==> src/hw/rtl/glyph_quad_generator_top_macros.svh <==
// Assertion macros shared by the glyph quad generator.
`ifndef GLYPH_QUAD_GENERATOR_TOP_MACROS_SVH
`define GLYPH_QUAD_GENERATOR_TOP_MACROS_SVH

// Same-cycle implication, sampled on clk and disabled during reset.
`define GQG_ASSERT_IMPL(lbl, ante, cons, msg) \
    lbl: assert property (@(posedge clk) disable iff (!rst_n) (ante) |-> (cons)) \
        else $error(msg);

// Next-cycle implication, sampled on clk and disabled during reset.
`define GQG_ASSERT_NEXT(lbl, ante, cons, msg) \
    lbl: assert property (@(posedge clk) disable iff (!rst_n) (ante) |=> (cons)) \
        else $error(msg);

`endif

==> src/hw/rtl/gqg_pkg.sv <==
// ----------------------------------------------------------------------------
// gqg_pkg
// Types, codes and constants of the glyph quad generator.
// ----------------------------------------------------------------------------
package gqg_pkg;

    localparam int GLYPH_SLOTS = 256;
    localparam int SLOT_W      = $clog2(GLYPH_SLOTS);
    localparam int NUM_W       = 36;
    localparam int DEN_W       = 13;
    localparam int STEPS       = 9;
    localparam int RESULTS     = 10;

    localparam logic [1:0] OP_LOAD   = 2'd0;
    localparam logic [1:0] OP_START  = 2'd1;
    localparam logic [1:0] OP_DRAW   = 2'd2;
    localparam logic [1:0] OP_UNUSED = 2'd3;

    localparam logic KIND_INDEX  = 1'b0;
    localparam logic KIND_VERTEX = 1'b1;

    localparam logic [1:0] REG_TEX_WIDTH   = 2'd0;
    localparam logic [1:0] REG_TEX_HEIGHT  = 2'd1;
    localparam logic [1:0] REG_TEXT_HEIGHT = 2'd2;

    localparam logic [3:0] STEP_X0  = 4'd0;
    localparam logic [3:0] STEP_X1  = 4'd1;
    localparam logic [3:0] STEP_Y0  = 4'd2;
    localparam logic [3:0] STEP_Y1  = 4'd3;
    localparam logic [3:0] STEP_ADV = 4'd4;
    localparam logic [3:0] STEP_U0  = 4'd5;
    localparam logic [3:0] STEP_U1  = 4'd6;
    localparam logic [3:0] STEP_V0  = 4'd7;
    localparam logic [3:0] STEP_V1  = 4'd8;

    localparam logic signed [36:0] POS_MAX = 37'sd8388607;
    localparam logic signed [36:0] POS_MIN = -37'sd8388608;

    typedef struct packed {
        logic [1:0]         opcode;
        logic [7:0]         char_code;
        logic [11:0]        atlas_x;
        logic [11:0]        atlas_y;
        logic [11:0]        glyph_w;
        logic [11:0]        glyph_h;
        logic signed [11:0] bearing_x;
        logic signed [11:0] bearing_y;
        logic [11:0]        cell_w;
        logic [11:0]        cell_h;
        logic signed [23:0] start_x;
        logic signed [23:0] start_y;
    } cmd_t;

    typedef struct packed {
        logic               item_kind;
        logic [15:0]        index_value;
        logic signed [23:0] vert_x;
        logic signed [23:0] vert_y;
        logic [16:0]        tex_u;
        logic [16:0]        tex_v;
        logic               last;
    } result_t;

    typedef struct packed {
        logic [11:0]        ax;
        logic signed [14:0] ay;
        logic [11:0]        gw;
        logic [11:0]        gh;
        logic signed [11:0] bx;
        logic signed [13:0] oy;
        logic [11:0]        cw;
        logic [11:0]        ch;
    } entry_t;

    typedef struct packed {
        logic              we;
        logic              re;
        logic [SLOT_W-1:0] addr;
        entry_t            wdata;
    } tbl_req_t;

    typedef struct packed {
        logic                    start;
        logic signed [NUM_W-1:0] num;
        logic [DEN_W-1:0]        den;
    } div_req_t;

    typedef struct packed {
        logic                    done;
        logic signed [NUM_W-1:0] quot;
    } div_rsp_t;

    typedef enum logic [2:0] {
        S_IDLE,
        S_READ,
        S_MUL,
        S_DIVS,
        S_DIVW,
        S_EMIT
    } state_t;

    function automatic logic [15:0] idx_offset(input logic [3:0] cnt);
        logic [15:0] r;
        case (cnt)
            4'd1, 4'd4: r = 16'd1;
            4'd2, 4'd3: r = 16'd2;
            4'd5:       r = 16'd3;
            default:    r = 16'd0;
        endcase
        return r;
    endfunction

endpackage

==> src/hw/rtl/gqg_div.sv <==
// ----------------------------------------------------------------------------
// gqg_div
// Restoring divider, one quotient bit per cycle, rounding half away from zero.
// ----------------------------------------------------------------------------
module gqg_div
    import gqg_pkg::*;
(
    input  logic     clk,
    input  logic     rst_n,
    input  div_req_t req,
    output div_rsp_t rsp
);

    localparam int MAG_W = NUM_W + 1;
    localparam int CNT_W = $clog2(MAG_W + 1);

    logic [MAG_W-1:0] dvd_reg, dvd_next;
    logic [DEN_W:0]   rem_reg, rem_next;
    logic [DEN_W-1:0] den_reg;
    logic             neg_reg;
    logic [CNT_W-1:0] cnt_reg;
    logic             run_reg;
    logic             done_reg;
    logic [NUM_W-1:0] mag;
    logic [DEN_W:0]   trial;
    logic [MAG_W-1:0] qneg;

    assign mag   = req.num[NUM_W-1] ? NUM_W'(-req.num) : NUM_W'(req.num);
    assign trial = {rem_reg[DEN_W-1:0], dvd_reg[MAG_W-1]};

    always_comb
    begin
        if (trial >= {1'b0, den_reg})
        begin
            rem_next = trial - {1'b0, den_reg};
            dvd_next = {dvd_reg[MAG_W-2:0], 1'b1};
        end
        else
        begin
            rem_next = trial;
            dvd_next = {dvd_reg[MAG_W-2:0], 1'b0};
        end
    end

    assign qneg     = neg_reg ? (~dvd_reg + 1'b1) : dvd_reg;
    assign rsp.done = done_reg;
    assign rsp.quot = qneg[NUM_W-1:0];

    always_ff @(posedge clk or negedge rst_n)
    begin
        if (!rst_n)
        begin
            run_reg  <= 1'b0;
            done_reg <= 1'b0;
            cnt_reg  <= '0;
        end
        else
        begin
            done_reg <= 1'b0;
            if (req.start)
            begin
                run_reg <= 1'b1;
                cnt_reg <= CNT_W'(MAG_W);
            end
            else if (run_reg)
            begin
                cnt_reg <= cnt_reg - 1'b1;
                if (cnt_reg == CNT_W'(1))
                begin
                    run_reg  <= 1'b0;
                    done_reg <= 1'b1;
                end
            end
        end
    end

    always_ff @(posedge clk)
    begin
        if (req.start)
        begin
            dvd_reg <= {1'b0, mag} + MAG_W'(req.den >> 1);
            rem_reg <= '0;
            den_reg <= req.den;
            neg_reg <= req.num[NUM_W-1];
        end
        else if (run_reg)
        begin
            dvd_reg <= dvd_next;
            rem_reg <= rem_next;
        end
    end

endmodule

==> config.mk <==
export PLATFORM = sky130hd
export DESIGN_NAME = gqg_div
export DESIGN_NICKNAME = d
export VERILOG_FILES = /design/src/hw/rtl/glyph_quad_generator_top_macros.svh /design/src/hw/rtl/gqg_pkg.sv /design/src/hw/rtl/gqg_div.sv
export SDC_FILE = /design/constraint.sdc
export NUM_CORES = 1
export LEC_CHECK = 0
export ABC_AREA = 1
export BUFFER_PORTS_ARGS = -buffer_cell sky130_fd_sc_hd__buf_2
export CORE_UTILIZATION = 52
export CTS_CLUSTER_SIZE = 24
export DETAILED_ROUTE_END_ITERATION = 8
export PLACE_DENSITY = 0.77
export RECOVER_POWER = 50
export SYNTH_ARGS = -nofsm -noshare
export SYNTH_HDL_FRONTEND = slang
export SYNTH_SLANG_ARGS = --single-unit
==> constraint.sdc <==
create_clock -name clk -period 3.2 [get_ports clk]
set_input_delay 0.96 -clock clk [delete_from_list [all_inputs] [get_ports clk]]
set_output_delay 0.96 -clock clk [all_outputs]
set_load 0.02 [all_outputs]
Yosys cells after proc, flatten, opt, wreduce, memory -nomap -nowiden
Index checks and enable logic that the tools add are counted.
{ "op_classes": {"n_addsub": 5, "n_lt_le_gt_ge": 1, "reduce_logical": 1, "bitwise": 1, "eq_ne": 1, "n_mux": 14} }
{ "op_table": {"columns": ["op", "n"], "rows": [
  ["$mux 37", 2],
  ["$mux 36", 2],
  ["$add 36x12->37", 1],
  ["$add 36x1->36 const B", 1],
  ["$neg 36->36", 1],
  ["$not 36->36", 1],
  ["$ge 14x13->1", 1],
  ["$mux 13", 1],
  ["$sub 13x13->13", 1],
  ["$mux 6", 2],
  ["$mux 1", 7],
  ["$eq 6x1->1 const B", 1],
  ["$sub 6x1->6 const B", 1],
  ["$reduce_bool 2->1", 1]
]} }
{ "totals": {"inputBits": 52, "regBits": 72, "wordCells": 30} }

Longest topological paths before layout
Gate-level depths: netlist (run 1).
{ "depth": {"ltp_word": 4, "mapped_depth": 20} }

Worst setup path before layout (run 1)
Ideal clock, no wire load.
{ "synth_timing": {"kind": "input-to-reg", "startpoint": "in req[48] in the netlist's numbering", "endpoint": "reg dvd_reg[28], data pin", "t_required_ns": 2.946, "arrival_ns": 3.481, "path_buffers": 3, "cell_stages": 19, "path_slack_ns": -0.535, "path_cell_list": "buf_4 > buf_1 > buf_2 > inv_1 > nor2_1 > a21oi_1 > xnor2_1 > ha_1 > a21o_1 > a31oi_1 > o21ai_0 > nor2_1 > inv_1 > nand3_2 > inv_1 > nand3_1 > nand2_1 > nand3_1 > nand2_1"} }
{ "synth_via": {"elab_chain_cells": 3} }
{ "synth_lines": {"columns": ["element", "line", "text"], "rows": [
  ["from (decl)", "gqg_div.sv:10", "input div_req_t req,"],
  ["$mux 36", "gqg_div.sv:28", "assign mag = req.num[NUM_W-1] ? NUM_W'(-req.num) : NUM_W'(req.num);"],
  ["$add 36x12->37", "gqg_div.sv:81", "dvd_reg <= {1'b0, mag} + MAG_W'(req.den >> 1);"],
  ["$mux 37", "gqg_div.sv:79", "if (req.start)"],
  ["to (signal assigned)", "gqg_div.sv:81", null],
  ["to (signal assigned)", "gqg_div.sv:88", "dvd_reg <= dvd_next;"],
  ["to (decl)", "gqg_div.sv:17", "logic [MAG_W-1:0] dvd_reg, dvd_next;"]
]} }
No other way between the ends.
A chain may end at the register's enable or synchronous reset.

==> results.py, run 1 <==
metrics = {
    "placement": {
        "place.gp.congestion": 0.936,
        "io_buffers": 88,
        "place_inst": 1289,
        "hpwl_microns": 13800,
    },
    "global_routing": {
        "grt_overflow": 0,
        "antenna_found_initial": 0,
        "grt_first_pass_wirelength_microns": 28400,
        "first_global_vias": 6159,
        "grt_max_degree": 40,
        "grt_usage_pct": 26.7,
    },
    "critical_path": {
        "ff2ff_path_depth": 10,
        "r2r-end": "rem_reg[10]",
        "setup.worst_path.class": "reg -> out",
        "critPathMaxStageDelay_ns": 0.43,
        "path_depth": 13,
        "crit-reg2reg-launch": "den_reg[3]",
        "critPathMaxFanout": 4,
        "required_ns": 2.24,
        "crit_path_start_kind": "register",
        "cp-end-kind": "primary output",
        "critPathTopFamily": "simple AND/OR/NAND/NOR gates",
        "crit_top_cell": "nor2_4",
        "crit_chain": "nor2_2, nand3_2, nor2_4, nand2_2, nor3_4, nand2_2, nor2_4, nand3b_1, nor2_4, buf_4, nor2_2, xor2_1, buf_4",
        "cp-startpoint": "dvd_reg[4]",
        "crit_buf_inv": 2,
        "crit_slowest_cell": "edfxtp_1",
        "cp-endpoint": "rsp[27]",
        "critical_path_arrival_ns": 2.55,
        "regToRegSetupSlack_ns": 0.71,
    },
    "clock_tree": {
        "hold_buffers": 0,
        "cts-buffers-inserted": 9,
        "clock_sinks": 72,
        "clk_pin_slew_ns": 0.06,
        "h-tree-depth": 3,
        "cts.path.max_buffers": 2,
        "cts_tree": "done",
        "cts_root_buf": "clkbuf_16",
        "clk-insertion-delay-late_ns": 0.34,
    },
    "outcome": {
        "violations": "setup timing",
        "status": "finished with violations",
    },
    "routing": {
        "antenna_left": 0,
        "vias": 7012,
        "vias_per_cell": 5.28,
        "drtIter0Drc": 494,
        "post-route-drc-count": 0,
        "dr.pass1.iters": 5,
        "wire_per_inst_microns": 13.8,
        "wirelength_microns": 18300,
    },
    "sta": {
        "fin_ws_ns": -0.315,
        "setup-tns-final_ns": -3.39,
        "tightest_slew_ns": 0.922,
        "hold_viol": 0,
        "max_slew_margin_pct": 38.5,
        "rsz0062_at_grt": "true",
        "period_minus_slack_ns": 3.51,
        "fmax_mhz": 285,
        "slew_violations": 0,
        "setup_viol": 15,
        "hold_ws_ns": 0.472,
        "skew_ns": 0.00567,
        "post-route-period-util_pct": 110,
    },
    "layout": {
        "area_growth_pct": 25.7,
        "seq_area_sq_um": 1990,
        "multi_input_area_sq_um": 4530,
        "num-fill-cells": 1111,
        "largest_register_ffs": 37,
        "fin_cells": 1328,
        "final_util_pct": 67.7,
        "antennaDiodeCount": 0,
        "finalNetCount": 1234,
        "drive_above_1_share_pct": 25.3,
    },
    "flow_run": {
        "max_cap_violations": 0,
    },
    "min_path": {
        "hold_class": "reg -> reg",
    },
    "synth": {
        "syn_inst": 992,
        "syn_nets": 1075,
        "avgSynthCellArea_sq_um": 6.91,
        "synth_cell_type_count": 44,
        "yosys_warnings": 0,
        "syn_area_sq_um": 6860,
        "synth.ff_latch_count": 72,
        "yosysSeqAreaShare_pct": 29.1,
    },
    "floorplan": {
        "dieArea_sq_um": 13600,
        "start_util_pct": 53.9,
        "rows": 41,
        "coreArea_sq_um": 12700,
        "io_pins": 89,
        "dieHeight_microns": 117,
        "die_w_microns": 117,
    },
    "pwr": {
        "power.density_nw_per_um2": 515,
        "max-vdd-ir-drop_mv": 0.323,
        "p_leak_nw": 4.13,
    },
}
power breakdown:
group	switching [mW]	internal (mW)	total [mW]
registers	0.169	1.20	1.37
logic	1.23	0.840	2.07
clock network	0.393	0.599	0.992
cell usage after synthesis (all sizes together):
master	number	area share, %
xnor2	24	3.1
o31ai	5	0.55
buf	12	1.0
a31oi	4	0.36
dfxtp	13	3.8
nor4	3	0.27
nor2	121	8.7
xor2	47	6.0
o21bai	6	0.66
o41ai	1	0.13
nor3	16	1.4
nand2	296	18
o211ai	10	1.1
o22ai	1	0.091
a31o	1	0.13
clkbuf	11	0.60
nand3	85	6.6
a211oi	1	0.11
o21ai	61	4.5
a221oi	1	0.13
a21o	3	0.33
ha	29	5.3
inv	133	7.3
a21oi	27	2.0
or2	2	0.18
nand4	14	1.3
and3	1	0.091
fa	2	0.58
nand3b	3	0.33
edfxtp	51	22
dfrtp	8	2.9
cell usage in the layout (no fill, tap or decap), types with 12 or more instances in the layout:
cell,Yosys,routed
xnor2_1,24,24
dfxtp_1,13,13
buf_2,4,57
nor2_2,14,13
clkbuf_1,11,17
ha_1,29,27
o21ai_0,52,47
nand2_1,259,251
o21ai_1,8,12
nor2_1,94,83
a21oi_1,27,21
inv_1,129,125
nand2_2,30,36
xor2_1,47,46
nand4_1,14,14
edfxtp_1,51,51
nand3_1,79,72
buf_4,5,94
nor2_4,12,24
final cells by class:
class	instances	share of cell area, %
Clock buffer	10	2.66
Multi-Input combinational cell	764	52.6
Clock inverter	6	0.697
Inverter	133	5.85
Tap cell	172	2.50
Sequential cell	72	23.1
Timing Repair Buffer	171	12.6
how the worst min path moves through the flow:
stage                     start     endpoint  slack (ns)  cells after the start
global placement    rem_reg[11]  rem_reg[11]        0.46                      2
detailed placement  rem_reg[11]  rem_reg[11]        0.46                      2
CTS                       rst_n      run_reg        0.46                      1
finish              rem_reg[11]  rem_reg[11]        0.47                      2
global route        rem_reg[11]  rem_reg[11]        0.50                      2
floorplan           rem_reg[11]  rem_reg[11]        0.45                      2
metrics by stage:
stage	setup slack, ns	power [mW]	instance area, sq um
2_1_floorplan	-0.0173	2.74	6930
3_3_place_gp	-0.277	3.24	7910
3_5_place_dp	-0.340	3.29	7910
4_1_cts	-0.281	4.31	8280
5_1_grt	-0.483	4.72	8620
6_report	-0.315	4.44	8620
cells by family after synthesis:
kind of cell | count (synthesis) | share of synthesized area, %
flip-flops | 72 | 29.1
adder cells (fa/ha/maj) | 31 | 5.88
AND/OR/NAND/NOR | 541 | 37.1
buffers and inverters | 156 | 8.89
XOR/XNOR | 71 | 9.07
AO/OA/AOI/OAI | 121 | 10.1
routing by layer:
layer | global-route usage, % | wire length (microns)
met4 | 10.8 | 463
met3 | 4.12 | 950
met2 | 43.9 | 8750
met5 | 0 | 0
met1 | 35.3 | 8190
worst register-to-register path, cell delays in order (launching register included):
cell and delay (ns):
edfxtp_1 0.39, inv_1 0.08, ha_1 0.28, a21oi_1 0.17, o21ai_0 0.10, buf_4 0.15, a31o_2 0.21, nand3_1 0.08
nand3_2 0.40, o211ai_1 0.36, o21ai_0 0.10
timing repair:
item | 4_1_cts | 5_1_grt
gates cloned | 0 | 0
pin swaps | 4 | 40
setup endpoints to repair | 17 | 44
resized for setup | 12 | 64
buffers inserted | 6 | 20
Power figures use the tool's default switching activity.
==> run 2: changes to the inputs <==
--- a/config.mk
+++ b/config.mk
@@ -7,10 +7,12 @@
 export LEC_CHECK = 0
 export ABC_AREA = 1
 export BUFFER_PORTS_ARGS = -buffer_cell sky130_fd_sc_hd__buf_2
-export CORE_UTILIZATION = 52
+export CELL_PAD_IN_SITES_DETAIL_PLACEMENT = 0
+export CELL_PAD_IN_SITES_GLOBAL_PLACEMENT = 1
+export CORE_UTILIZATION = 43
 export CTS_CLUSTER_SIZE = 24
 export DETAILED_ROUTE_END_ITERATION = 8
-export PLACE_DENSITY = 0.77
+export PLACE_DENSITY = 0.86
 export RECOVER_POWER = 50
 export SYNTH_ARGS = -nofsm -noshare
 export SYNTH_HDL_FRONTEND = slang
==> run 2 against run 1 <==
Net effect:
- the run ends with capacitance limit, slew limit, setup timing left
- sequential power barely moved
- final cell count increased by 4.0%
- register-to-register slack worse by 0.07 ns
- worst setup slack better by 0.043 ns
- critical path depth unchanged
- wire length up 1.4%
- combinational power rose by 5%
- global-route usage down 3.8 points
- via count shrank 3.6%
- non-clock buffer count rose by 14
- die area up 21%
- sequential share of layout area fell by 0.78 points
- critical path type unchanged
==> results.py, run 2 (synthesized netlist as in run 1, its figures left out) <==
metrics = {
    "outcome": {
        "status": "finished with violations",
        "violations": "capacitance limit, slew limit, setup timing",
    },
    "clock_tree": {
        "hold_buffers": 0,
        "clock_sinks": 72,
        "cts-buffers-inserted": 9,
        "cts_root_buf": "clkbuf_16",
        "cts.path.max_buffers": 2,
        "clk-insertion-delay-late_ns": 0.34,
        "cts_tree": "done",
        "h-tree-depth": 3,
        "clk_pin_slew_ns": 0.06,
    },
    "min_path": {
        "holdPathStages": 2,
        "hold_start": "rem_reg[1]",
        "hold_class": "reg -> reg",
        "whs_endpoint": "rem_reg[1]",
    },
    "layout": {
        "multi_input_area_sq_um": 4640,
        "final_util_pct": 58.0,
        "seq_area_sq_um": 1990,
        "finalNetCount": 1248,
        "largest_register_ffs": 37,
        "drive_above_1_share_pct": 27.6,
        "area_growth_pct": 30.1,
        "num-fill-cells": 1506,
        "layout_commonest_cell": "nand2_1",
        "antennaDiodeCount": 0,
        "layout_common_cells": "nand2_1, inv_1, buf_4",
    },
    "pwr": {
        "sequentialPowerShare_pct": 30.7,
        "p_sw_mw": 1.82,
        "max-vdd-ir-drop_mv": 0.277,
        "internal_power_mw": 2.63,
        "clock_power_share_pct": 20.5,
        "power.density_nw_per_um2": 499,
        "p_leak_nw": 4.28,
        "power_mw": 4.45,
        "p_sw_share_pct": 40.8,
        "p_comb_share_pct": 48.8,
    },
    "global_routing": {
        "grt_overflow": 0,
        "first_global_vias": 6128,
        "grt_first_pass_wirelength_microns": 29800,
        "antenna_found_initial": 0,
        "grt_usage_pct": 22.9,
        "grt_max_degree": 40,
    },
    "flow_run": {
        "max_cap_violations": 1,
    },
    "sta": {
        "tightest_slew_ns": 1.57,
        "hold_viol": 0,
        "max_slew_margin_pct": -4.60,
        "slew_violations": 39,
        "fmax_mhz": 288,
        "post-route-period-util_pct": 108,
        "fin_ws_ns": -0.272,
        "setup_viol": 16,
        "hold_ws_ns": 0.475,
        "rsz0062_at_grt": "true",
        "period_minus_slack_ns": 3.47,
        "skew_ns": 0.0113,
    },
    "floorplan": {
        "start_util_pct": 44.6,
        "dieArea_sq_um": 16500,
        "rows": 45,
        "io_pins": 89,
        "die_w_microns": 128,
        "dieHeight_microns": 128,
        "coreArea_sq_um": 15400,
    },
    "critical_path": {
        "cp-end-kind": "primary output",
        "regToRegSetupSlack_ns": 0.64,
        "required_ns": 2.24,
        "crit_slowest_cell": "edfxtp_1",
        "crit_top_cell": "nor2_2",
        "crit_chain": "nor3_2, inv_1, nor2_2, nand2_2, nor3_4, nand2_2, nor2_2, nand3b_1, nor2_2, nand2_1, nand2_1, xor2_2, buf_6",
        "critPathMaxStageDelay_ns": 0.42,
        "critPathMaxFanout": 3,
        "critical_path_arrival_ns": 2.51,
        "r2r-end": "rem_reg[10]",
        "ff2ff_path_depth": 11,
        "crit-reg2reg-launch": "dvd_reg[36]",
        "crit_buf_inv": 2,
        "crit_path_start_kind": "register",
        "critPathTopFamily": "simple AND/OR/NAND/NOR gates",
        "setup.worst_path.class": "reg -> out",
    },
    "placement": {
        "place.gp.congestion": 0.843,
        "io_buffers": 88,
        "hpwl_microns": 14500,
    },
    "routing": {
        "vias": 6760,
        "drtIter0Drc": 352,
        "dr.pass1.iters": 5,
        "vias_per_cell": 4.90,
        "antenna_left": 0,
        "wirelength_microns": 18600,
        "post-route-drc-count": 0,
        "dr_wl_met3_microns": 563,
        "dr_wl_met2_microns": 8640,
        "drt-met1-wl_microns": 9110,
        "dr.max_layer_used": "met4",
        "wire_per_inst_microns": 13.5,
    },
}
[run 2: changes by cell type in the layout (fill, tap and decap cells not counted), sizes merged]
cell / before / now
clkbuf: 28 / 30
buf: 153 / 167
bufinv: 1 / 0
clkinv: 4 / 3
[run 2: worst min-delay path: cells and delay by family, from the launching register on]
family | cells | cell delay (ns)
simple gates | 2 | 0.11
flops | 1 | 0.32
[run 2: metal layers]
layer / vias up / track usage [%]
met3: 22 / 3.17
met2: 127 / 36.9
met5: - / 0
li1: 3573 / -
met4: 0 / 5.54
met1: 3038 / 32.2
[run 2: power groups by stage]
stage / logic (mW) / clock network [mW] / registers (mW)
floorplan: 1.40 / 0 / 1.34
global placement: 1.95 / 0 / 1.37
detailed placement: 1.97 / 0 / 1.38
CTS: 2.04 / 0.923 / 1.36
global route: 2.42 / 0.960 / 1.39
finish: 2.17 / 0.911 / 1.37
[run 2: what timing repair did]
action	in CTS	in global routing
setup buffers	10	17
gates resized for setup	26	95
pin swaps	10	51
endpoints found under the setup margin	21	44
[run 2: worst max-delay path by stage]
stage                     startpoint           to  slack, ns  cells past startpoint
after floorplan              req[48]  dvd_reg[28]      -0.02                     19
after global placement       req[14]  dvd_reg[29]      -0.28                     18
after detailed placement     req[13]  dvd_reg[33]      -0.38                     18
after CTS                 dvd_reg[3]      rsp[29]      -0.24                     14
after global routing      dvd_reg[1]      rsp[35]      -0.46                     13
final                     dvd_reg[1]      rsp[35]      -0.27                     13
[run 2: final cells by class]
class	instances	share of cell area, %
timing repair buffer	185	13.9
tap	211	2.96
multi-input combinational	764	52.1
clock buffer	12	2.65
sequential	72	22.3
inverter	133	5.77
clock inverter	4	0.253
[run 2: through the flow]
step	instance area [sq um]	cells	setup TNS, ns	setup WS [ns]
after global routing	8920	1381	-6.81	-0.456
after detailed placement	8030	1338	-6.79	-0.377
after CTS	8440	1364	-2.08	-0.236
after floorplan	6930	992	-0.0251	-0.0173
final	8920	1381	-2.53	-0.272
after global placement	8030	1338	-5.28	-0.281
